**src/ptdt_pkg.sv**
```systemverilog
// Shared constants and word types for the periodic task deadline table.
package ptdt_pkg;

    localparam int NUM_TASKS_DEF   = 16;
    localparam int TIMER_WIDTH_DEF = 32;
    localparam int INDEX_W         = 4;
    localparam int VALUE_W         = 32;

    localparam logic [1:0] OP_POLL   = 2'd0;
    localparam logic [1:0] OP_ENABLE = 2'd1;
    localparam logic [1:0] OP_PERIOD = 2'd2;

    typedef struct packed {
        logic [1:0]         operation;
        logic [INDEX_W-1:0] task_index;
        logic [VALUE_W-1:0] now;
        logic               enable_value;
        logic [VALUE_W-1:0] period_value;
    } cmd_t;

    typedef struct packed {
        logic               fired;
        logic [VALUE_W-1:0] elapsed;
    } result_t;

endpackage

```
**src/periodic_task_deadline_table.sv**
```systemverilog
// Top level of the periodic task deadline table.
//
//  Channel   Handshake          Word                Notes
//  command   start / busy       cmd (cmd_t)         taken when start is high and busy low
//  result    done (strobe)      result (result_t)   shown for exactly one cycle
//
// A poll that fires shows its result after the remainder unit has run, one dividend
// bit per cycle; every other word reads its entry in ST_READ and registers its result
// from there, and no new word is taken while busy is high.
// The entry memory is read at the accepting edge and written at most once per word.
// Reset clears the enable bits and the control state; no clearing pass is needed.
// The receiver cannot stall; busy stays high until the result is shown.
module periodic_task_deadline_table #(
    parameter int NUM_TASKS   = ptdt_pkg::NUM_TASKS_DEF,
    parameter int TIMER_WIDTH = ptdt_pkg::TIMER_WIDTH_DEF
) (
    input  logic              clk,
    input  logic              rst_n,
    input  logic              start,
    output logic              busy,
    input  ptdt_pkg::cmd_t    cmd,
    output logic              done,
    output ptdt_pkg::result_t result
);

    import ptdt_pkg::*;

    localparam int TW = TIMER_WIDTH;
    localparam int AW = (NUM_TASKS > 1) ? $clog2(NUM_TASKS) : 1;
    localparam int XW = (TW > VALUE_W) ? TW : VALUE_W;
    localparam int EW = VALUE_W + TW;

    typedef enum logic [2:0] {
        ST_IDLE = 3'b001,
        ST_READ = 3'b010,
        ST_DIV  = 3'b100
    } state_t;

    state_t            state_reg;
    state_t            state_next;
    logic [EW-1:0]     entry_mem [NUM_TASKS];
    logic [EW-1:0]     rd_data_reg;
    logic [NUM_TASKS-1:0] en_bits_reg;

    logic [1:0]        op_reg;
    logic [AW-1:0]     idx_reg;
    logic              inr_reg;
    logic [TW-1:0]     now_reg;
    logic              en_reg;
    logic [VALUE_W-1:0] pv_reg;
    logic [TW-1:0]     delta_reg;

    logic              done_reg;
    result_t           res_reg;

    logic              in_range;
    logic              mem_rd;
    logic              mem_we;
    logic [EW-1:0]     wr_data;
    logic              en_we;
    logic              div_start;
    logic              div_done;
    logic [TW-1:0]     div_rem;
    logic              res_issue;
    logic              res_fire;

    logic [VALUE_W-1:0] per_rd;
    logic [VALUE_W-1:0] per_eff;
    logic [TW-1:0]     stamp_rd;
    logic [TW-1:0]     delta;
    logic              hit;

    assign in_range = (int'(cmd.task_index) < NUM_TASKS);
    assign per_rd   = rd_data_reg[EW-1:TW];
    assign stamp_rd = rd_data_reg[TW-1:0];
    assign per_eff  = (per_rd == '0) ? VALUE_W'(1) : per_rd;
    assign delta    = now_reg - stamp_rd;
    assign hit      = (XW'(delta) >= XW'(per_eff));

    always_comb
    begin
        state_next = state_reg;
        mem_rd     = 1'b0;
        mem_we     = 1'b0;
        wr_data    = rd_data_reg;
        en_we      = 1'b0;
        div_start  = 1'b0;
        res_issue  = 1'b0;
        res_fire   = 1'b0;
        unique case (state_reg)
            ST_IDLE:
            begin
                if (start)
                begin
                    mem_rd     = in_range;
                    state_next = ST_READ;
                end
            end
            ST_READ:
            begin
                state_next = ST_IDLE;
                res_issue  = 1'b1;
                if (inr_reg)
                begin
                    unique case (op_reg)
                        OP_POLL:
                        begin
                            if (en_bits_reg[idx_reg] && hit)
                            begin
                                div_start  = 1'b1;
                                res_issue  = 1'b0;
                                state_next = ST_DIV;
                            end
                        end
                        OP_ENABLE:
                        begin
                            mem_we  = 1'b1;
                            en_we   = 1'b1;
                            wr_data = {per_rd, TW'(XW'(now_reg) - XW'(per_rd))};
                        end
                        OP_PERIOD:
                        begin
                            mem_we  = 1'b1;
                            en_we   = 1'b1;
                            wr_data = {((pv_reg == '0) ? VALUE_W'(1) : pv_reg), {TW{1'b0}}};
                        end
                        default:
                        begin
                        end
                    endcase
                end
            end
            ST_DIV:
            begin
                if (div_done)
                begin
                    mem_we     = 1'b1;
                    wr_data    = {per_rd, now_reg - div_rem};
                    res_issue  = 1'b1;
                    res_fire   = 1'b1;
                    state_next = ST_IDLE;
                end
            end
            default:
            begin
                state_next = ST_IDLE;
            end
        endcase
    end

    always_ff @(posedge clk or negedge rst_n)
    begin
        if (!rst_n)
        begin
            state_reg   <= ST_IDLE;
            done_reg    <= 1'b0;
            en_bits_reg <= '0;
        end
        else
        begin
            state_reg <= state_next;
            done_reg  <= res_issue;
            if (en_we)
            begin
                en_bits_reg[idx_reg] <= en_reg;
            end
        end
    end

    always_ff @(posedge clk)
    begin
        if (state_reg == ST_IDLE && start)
        begin
            op_reg  <= cmd.operation;
            idx_reg <= AW'(cmd.task_index);
            inr_reg <= in_range;
            now_reg <= TW'(cmd.now);
            en_reg  <= cmd.enable_value;
            pv_reg  <= cmd.period_value;
        end
        if (div_start)
        begin
            delta_reg <= delta;
        end
        if (res_issue)
        begin
            res_reg.fired   <= res_fire;
            res_reg.elapsed <= res_fire ? VALUE_W'(delta_reg) : '0;
        end
    end

    always_ff @(posedge clk)
    begin
        if (mem_rd)
        begin
            rd_data_reg <= entry_mem[AW'(cmd.task_index)];
        end
        if (mem_we)
        begin
            entry_mem[idx_reg] <= wr_data;
        end
    end

    ptdt_rem #(
        .W (TW)
    ) u_rem (
        .clk       (clk),
        .rst_n     (rst_n),
        .start     (div_start),
        .dividend  (delta),
        .divisor   (TW'(per_eff)),
        .done      (div_done),
        .remainder (div_rem)
    );

    assign busy   = (state_reg != ST_IDLE);
    assign done   = done_reg;
    assign result = res_reg;

    a_div_only_poll: assert property (@(posedge clk) disable iff (!rst_n)
        state_reg == ST_DIV |-> inr_reg && op_reg == OP_POLL)
        else $error("Remainder phase entered for a word that is not a valid poll.");

    a_fire_from_div: assert property (@(posedge clk) disable iff (!rst_n)
        done_reg && res_reg.fired |-> $past(state_reg == ST_DIV))
        else $error("A firing result appeared without a remainder phase.");

    a_write_in_range: assert property (@(posedge clk) disable iff (!rst_n)
        mem_we |-> state_reg != ST_IDLE && inr_reg)
        else $error("Entry memory written outside a valid word.");

    a_accept_busy: assert property (@(posedge clk) disable iff (!rst_n)
        start && !busy |=> busy && !done_reg)
        else $error("Accepted word did not raise busy.");

endmodule

```
**src/ptdt_rem.sv**
```systemverilog
// Iterative restoring remainder unit, one dividend bit per cycle.
module ptdt_rem #(
    parameter int W = 32
) (
    input  logic         clk,
    input  logic         rst_n,
    input  logic         start,
    input  logic [W-1:0] dividend,
    input  logic [W-1:0] divisor,
    output logic         done,
    output logic [W-1:0] remainder
);

    localparam int CW = $clog2(W);

    logic          run_reg;
    logic          done_reg;
    logic [CW-1:0] cnt_reg;
    logic [W-1:0]  dvd_reg;
    logic [W-1:0]  dvs_reg;
    logic [W-1:0]  rem_reg;
    logic [W-1:0]  rem_next;
    logic [W:0]    trial;
    logic [W:0]    diff;

    always_comb
    begin
        trial = {rem_reg, dvd_reg[W-1]};
        diff  = trial - {1'b0, dvs_reg};
        if (diff[W])
        begin
            rem_next = trial[W-1:0];
        end
        else
        begin
            rem_next = diff[W-1:0];
        end
    end

    always_ff @(posedge clk or negedge rst_n)
    begin
        if (!rst_n)
        begin
            run_reg  <= 1'b0;
            done_reg <= 1'b0;
            cnt_reg  <= '0;
        end
        else
        begin
            done_reg <= 1'b0;
            if (start)
            begin
                run_reg <= 1'b1;
                cnt_reg <= CW'(W - 1);
            end
            else if (run_reg)
            begin
                if (cnt_reg == '0)
                begin
                    run_reg  <= 1'b0;
                    done_reg <= 1'b1;
                end
                else
                begin
                    cnt_reg <= cnt_reg - 1'b1;
                end
            end
        end
    end

    always_ff @(posedge clk)
    begin
        if (start)
        begin
            dvd_reg <= dividend;
            dvs_reg <= divisor;
            rem_reg <= '0;
        end
        else if (run_reg)
        begin
            dvd_reg <= {dvd_reg[W-2:0], 1'b0};
            rem_reg <= rem_next;
        end
    end

    assign done      = done_reg;
    assign remainder = rem_reg;

    a_rem_below_divisor: assert property (@(posedge clk) disable iff (!rst_n)
        done_reg |-> rem_reg < dvs_reg)
        else $error("Remainder is not below the divisor.");

    a_no_restart: assert property (@(posedge clk) disable iff (!rst_n)
        start |-> !run_reg)
        else $error("Remainder unit restarted while running.");

    a_done_single: assert property (@(posedge clk) disable iff (!rst_n)
        done_reg |=> !done_reg)
        else $error("Remainder done held for more than one cycle.");

endmodule

```
**config.mk**
```make
export PLATFORM = sky130hd
export DESIGN_NAME = periodic_task_deadline_table
export DESIGN_NICKNAME = d
export VERILOG_FILES = /design/src/ptdt_pkg.sv /design/src/periodic_task_deadline_table.sv /design/src/ptdt_rem.sv
export SDC_FILE = /design/constraint.sdc
export NUM_CORES = 1
export LEC_CHECK = 0
export BUFFER_PORTS_ARGS = -buffer_cell sky130_fd_sc_hd__buf_2
export CAP_MARGIN = 15
export CORE_UTILIZATION = 45
export CTS_CLUSTER_DIAMETER = 80
export CTS_CLUSTER_SIZE = 14
export DETAILED_ROUTE_END_ITERATION = 12
export PLACE_DENSITY = 0.6
export SYNTH_ARGS = -nofsm -noshare
export SYNTH_HDL_FRONTEND = slang
export SYNTH_SLANG_ARGS = --single-unit
```
**constraint.sdc**
```tcl
create_clock -name clk -period 10.52 [get_ports clk]
set_input_delay 2.63 -clock clk [delete_from_list [all_inputs] [get_ports clk]]
set_output_delay 2.63 -clock clk [all_outputs]
set_load 0.02 [all_outputs]
```
Yosys cells after proc, flatten, opt, wreduce, memory -nomap -nowiden:

Memory sizes are Yosys's and may differ from the RTL's. A register that Yosys moved wholly into a read port is not among the register bits.
Cells that the tools add are included.

* register bits after elaboration: 259
* latch bits: 0
* memory bits (writable): 1024
* memory bits (read-only): 0
* output and inout port bits: 35
* memories: 1

Memories
* entry_mem: words 16, width 64, read ports 1, clocked after Yosys merged registers in 1, wr ports 1, line periodic_task_deadline_table.sv:41 `logic [EW-1:0] entry_mem [NUM_TASKS];`

* add/sub/neg operators: 5
* multiply operators: 0
* divide/modulo/power cells: 0
* $lt $le $gt $ge: 3
* equality and inequality tests: 9
* shift-type cells: 0
* mux-type cells: 42
* bitwise logic cells: 0
* reductions and logical operators: 11

Operators by type and width (count)
* 64-bit one-hot mux with 2 select lines: 2
* 32-bit 2-to-1 mux: 6
* 32-bit subtractor: 3
* 32-bit zero test: 2
* 33-bit by 32-bit subtractor with 33-bit output: 1
* 32-bit >= comparator: 1
* 1-bit 2-to-1 mux: 21
* 16-bit bitwise mux: 1
* 5-bit 2-to-1 mux: 3
* 3-bit 2-to-1 mux: 4
* 3-bit one-hot mux with 3 select lines: 1
* 5-bit zero test: 1
* 4-bit by 5-bit less-than comparator with 1-bit output, second input constant: 1
* 5-bit by 1-bit subtractor with 5-bit output, second input constant: 1
* 1-bit binary-select mux with 4-bit select: 1
* 1-bit demux with 4-bit select: 1
* 4-bit by 1-bit >= comparator with 1-bit output, second input constant: 1
* 2-bit != test, second input constant: 2
* 1-bit one-hot mux with 2 select lines: 2
* 2-bit AND reduction: 2
* 3-bit by 1-bit equality test with 1-bit output, second input constant: 1
* 3-bit by 2-bit equality test with 1-bit output, second input constant: 1
* 3-bit equality test, second input constant: 1
* 1-bit logical AND: 3
* other kinds (7): 7

Logic depth before layout (Yosys ltp):

* depth in word-level cells: 9
* mapped depth: 23
* depth with buffers taken out: 22

Hierarchy:

From an unflattened synthesis, not the netlist that was laid out.

* cells, all modules: 3348
* area total of the unflattened synthesis: 58444.8 um2

By module, submodules not included
* periodic_task_deadline_table: times used 1, cells each 2792, area each 52519.1 um2
* ptdt_rem: times used 1, cells each 556, area each 5925.7 um2

Least setup slack after synthesis:

Ideal clock, no wire load.

* path kind: input to register
* start: in start
* end: reg en_reg, enable pin
* library setup time: 632 ps
* arrival: 8245 ps
* data required time: 9888 ps
* setup slack: 1643 ps
* cell stages on the path: 2
* path buffers: 0
* path through: inv_1 > nor2_1

* cells in the longest elaborated chain, start to end: 1

RTL lines
* start: declaration: line periodic_task_deadline_table.sv:19 `input logic start,`
* 1-bit logical AND: line periodic_task_deadline_table.sv:172 `if (state_reg == ST_IDLE && start)`
* end signal: assignment: line periodic_task_deadline_table.sv:178 `en_reg <= cmd.enable_value;`
* end: declaration: line periodic_task_deadline_table.sv:49 `logic en_reg;`

No other way between the ends.
A chain may end at the register's enable or synchronous reset.

Worst setup path after layout:

* start: reg rd_data_reg[58], read port of entry_mem
* end: reg u_rem.dvd_reg[31] (data pin)

* cells in the longest elaborated chain, start to end: 8

RTL lines
* start: declaration: line periodic_task_deadline_table.sv:42 `logic [EW-1:0] rd_data_reg;`
* 32-bit zero test: line periodic_task_deadline_table.sv:76 `assign per_eff = (per_rd == '0) ? VALUE_W'(1) : per_rd;`
* 32-bit 2-to-1 mux: line periodic_task_deadline_table.sv:76
* net per_eff[0]: line periodic_task_deadline_table.sv:68 `logic [VALUE_W-1:0] per_eff;`
* 32-bit >= comparator: line periodic_task_deadline_table.sv:78 `assign hit = (XW'(delta) >= XW'(per_eff));`
* 1-bit logical AND: line periodic_task_deadline_table.sv:108 `if (en_bits_reg[idx_reg] && hit)`
* 1-bit 2-to-1 mux: line periodic_task_deadline_table.sv:108
* 1-bit 2-to-1 mux: line periodic_task_deadline_table.sv:105 `unique case (op_reg)`
* 1-bit 2-to-1 mux: line periodic_task_deadline_table.sv:90 `unique case (state_reg)`
* 32-bit 2-to-1 mux: line ptdt_rem.sv:73 `if (start)`
* end signal: assignment: line ptdt_rem.sv:75 `dvd_reg <= dividend;`
* end signal: assignment: line ptdt_rem.sv:81 `dvd_reg <= {dvd_reg[W-2:0], 1'b0};`
* end: declaration: line ptdt_rem.sv:19 `logic [W-1:0] dvd_reg;`

The timed path passes the listed nets, and every way through them passes these cells.

==> impl_metrics.py <==
metrics = {
    "worst_setup_path": {
        "ff2ff_path_depth": 15,
        "start_kind": "flop",
        "cp_num_cells": 15,
        "cp_slowest_cell": "nor4_1",
        "worst-r2r-setup-slack_ns": 4.05,
        "crit_fanout": 70,
        "startpoint": "rd_data_reg[58]",
        "crit_path_cell_trace": "nor4_1 -> nand4_1 -> o21bai_1 -> ha_1 -> nor3b_1 -> o21a_1 -> o21ai_0 -> a31oi_1 -> o21ai_0 -> a31o_2 -> and2_4 -> nand2_4 -> inv_4 -> buf_4 -> mux2_2",
        "cpPeakStageDelay_ns": 1.15,
        "critPathCaptureType": "flop",
        "cpMostUsedCell": "o21ai_0",
        "crit_type": "reg2reg",
        "required_ns": 10.98,
        "r2r-end": "u_rem.dvd_reg[31]",
        "arrival_ns": 6.93,
        "crit_family": "simple AND/OR/NAND/NOR gates",
        "path_buf_inv": 2,
        "reg2reg_from": "rd_data_reg[58]",
        "endpoint": "u_rem.dvd_reg[31]",
    },
    "final_layout": {
        "stdcell_count": 5350,
        "regArea_sq_um": 40000,
        "largest_reg_flops": 1024,
        "nets": 3812,
        "num-fill-cells": 10604,
        "syn_to_final_growth_pct": 10.6,
        "fin_util_pct": 50.1,
        "multi_input_area_sq_um": 17300,
        "layout-drive-gt1-share_pct": 20.9,
        "antenna_cells": 0,
    },
    "pwr": {
        "p_leak_nw": 22.1,
        "ir_drop_mv": 0.137,
        "power.density_nw_per_um2": 170,
    },
    "yosys": {
        "yosysMostFrequentCell": "edfxtp_1",
        "syn_area_per_cell_sq_um": 17.1,
        "ys_warn_count": 0,
        "ys_seq_elements": 1347,
        "syn-num-nets": 3658,
        "async_flop_share_pct": 2.00,
        "synthTopCellsByArea": "edfxtp_1, mux4_2, ha_1",
        "syn_area_sq_um": 58600,
        "ys_seq_area_share_pct": 68.3,
        "syn_inst": 3418,
        "synth_top_cell_by_area": "edfxtp_1",
        "yosysUniqueCellTypes": 82,
        "netlist.area_leader.share_pct": 66.0,
        "synth_common_cells": "edfxtp_1, mux4_2, inv_1",
        "synth-edff-count": 1288,
        "synth_flop_cell": "edfxtp_1",
    },
    "grt": {
        "grt_pass1_vias": 31400,
        "track_usage_pct": 22.6,
        "antenna_found_initial": 4,
        "grt_start_max_net_pins": 136,
        "grt_pass1_wl_microns": 216000,
        "overflow": 0,
    },
    "floorplanning": {
        "dieArea_sq_um": 132000,
        "fp.dieH_microns": 363,
        "core_area_sq_um": 129000,
        "fp.dieW_microns": 363,
        "io_pins": 109,
        "rows": 132,
        "start_util_pct": 45.3,
    },
    "clock_tree": {
        "cts_root_buf": "clkbuf_16",
        "postCtsSetupRepairBufs": 0,
        "clk_pin_slew_ns": 0.07,
        "clkSinkCount": 1347,
        "cts_hold_buf": 0,
        "cts_tree": "done",
        "cts_buffer_depth": 3,
        "ctsResizeCount": 0,
        "cts_buffers": 111,
        "worstSkewPairLatency_ns": 0.76,
        "htreeDepth": 3,
    },
    "placed_design": {
        "dpl_worst_slack_ns": 4.00,
        "place_hpwl_microns": 91500,
        "gp_congestion": 0.934,
        "placedCellCount": 5197,
        "portBuffers": 108,
    },
    "timing": {
        "slew_headroom_pct": 16.0,
        "setup_tns_ns": 0,
        "post-route-period-util_pct": 61.5,
        "layout_min_cycle_time_ns": 6.47,
        "setup_viol": 0,
        "layout_setup_ws_ns": 4.05,
        "rsz0062_at_grt": "false",
        "clock.fmax_mhz": 155,
        "tightest_slew_ns": 1.25,
        "finalMaxSlewViolations": 0,
        "fin_worst_skew_ns": 0.0694,
        "hold_viol_final": 0,
        "hold_slack_ns": 0.505,
    },
    "routing": {
        "detail-route-antenna-nets": 0,
        "drt_iter0_markers": 2980,
        "drc": 0,
        "vias": 31596,
        "firstDrtPassIters": 7,
        "wl_per_cell_microns": 27.6,
        "vias_per_cell": 5.91,
        "wirelength_microns": 148000,
    },
    "status": {
        "status": "complete, no violations",
    },
    "worst_hold_path": {
        "min_path_type": "reg2reg",
    },
    "run": {
        "max_cap_viol_count": 0,
    },
}
## worst min-delay path by stage
stage,cells past startpoint,start,end
after floorplan,2,u_rem.remainder[1],u_rem.remainder[1]
after global placement,1,en_bits_reg[2],en_bits_reg[2]
after detailed placement,1,en_bits_reg[4],en_bits_reg[4]
after CTS,1,delta_reg[16],result[16]
after global routing,1,delta_reg[16],result[16]
final,1,en_bits_reg[6],en_bits_reg[6]
## stage by stage
stage / instance area, sq um / total power, mW
3_3_place_gp: 61600 / 7.29
5_1_grt: 64800 / 11.4
4_1_cts: 64800 / 11.1
3_5_place_dp: 61600 / 7.30
2_1_floorplan: 58600 / 6.93
6_report: 64800 / 11.0
## cell usage in the layout, fill, tap and decap left out, types with 103 or more instances in the layout
master,instances
edfxtp_1,1288
mux4_2,325
inv_1,194
ha_1,162
a21oi_1,127
nand2_1,126
clkbuf_16,111
nor2_1,109
buf_2,104
buf_4,103
## layout make-up
type                    instances  area share, %
clock buffers                 132           4.41
clock inverters                17          0.491
inverters                     196           1.14
multi-input cells            1703           26.7
flip-flops and latches       1347           61.7
well taps                    1742           3.36
repair buffers                213           2.15
## where the power goes
part | leakage (nW) | internal (mW) | total [mW] | switching, mW
Clock | 1.53 | 1.97 | 3.85 | 1.88
Combinational | 8.25 | 0.429 | 1.10 | 0.673
Sequential | 12.3 | 6.02 | 6.09 | 0.0695
Total | 22.1 | 8.42 | 11.0 | 2.62
## kinds of logic after synthesis
kind of cell,count (synthesis),synth area share [%]
simple gates,509,4.28
xor+xnor,110,1.66
flops,1347,68.3
mux,376,13.5
fa+ha+maj,166,3.60
buf+inv,368,2.41
compound gates,542,6.27
## layer usage
metal  vias to the layer above  track usage [%]  wire length, microns  share of wire, %
li1                      13868                -                     -                 -
met1                     16592             31.6                 63400                43
met2                       979             38.0                 73500                50
met3                       157             2.68                  7820               5.3
met4                         0             5.58                  3120               2.1
met5                         -                0                     0                 0
Note: power is estimated with default switching activity, not from simulation.
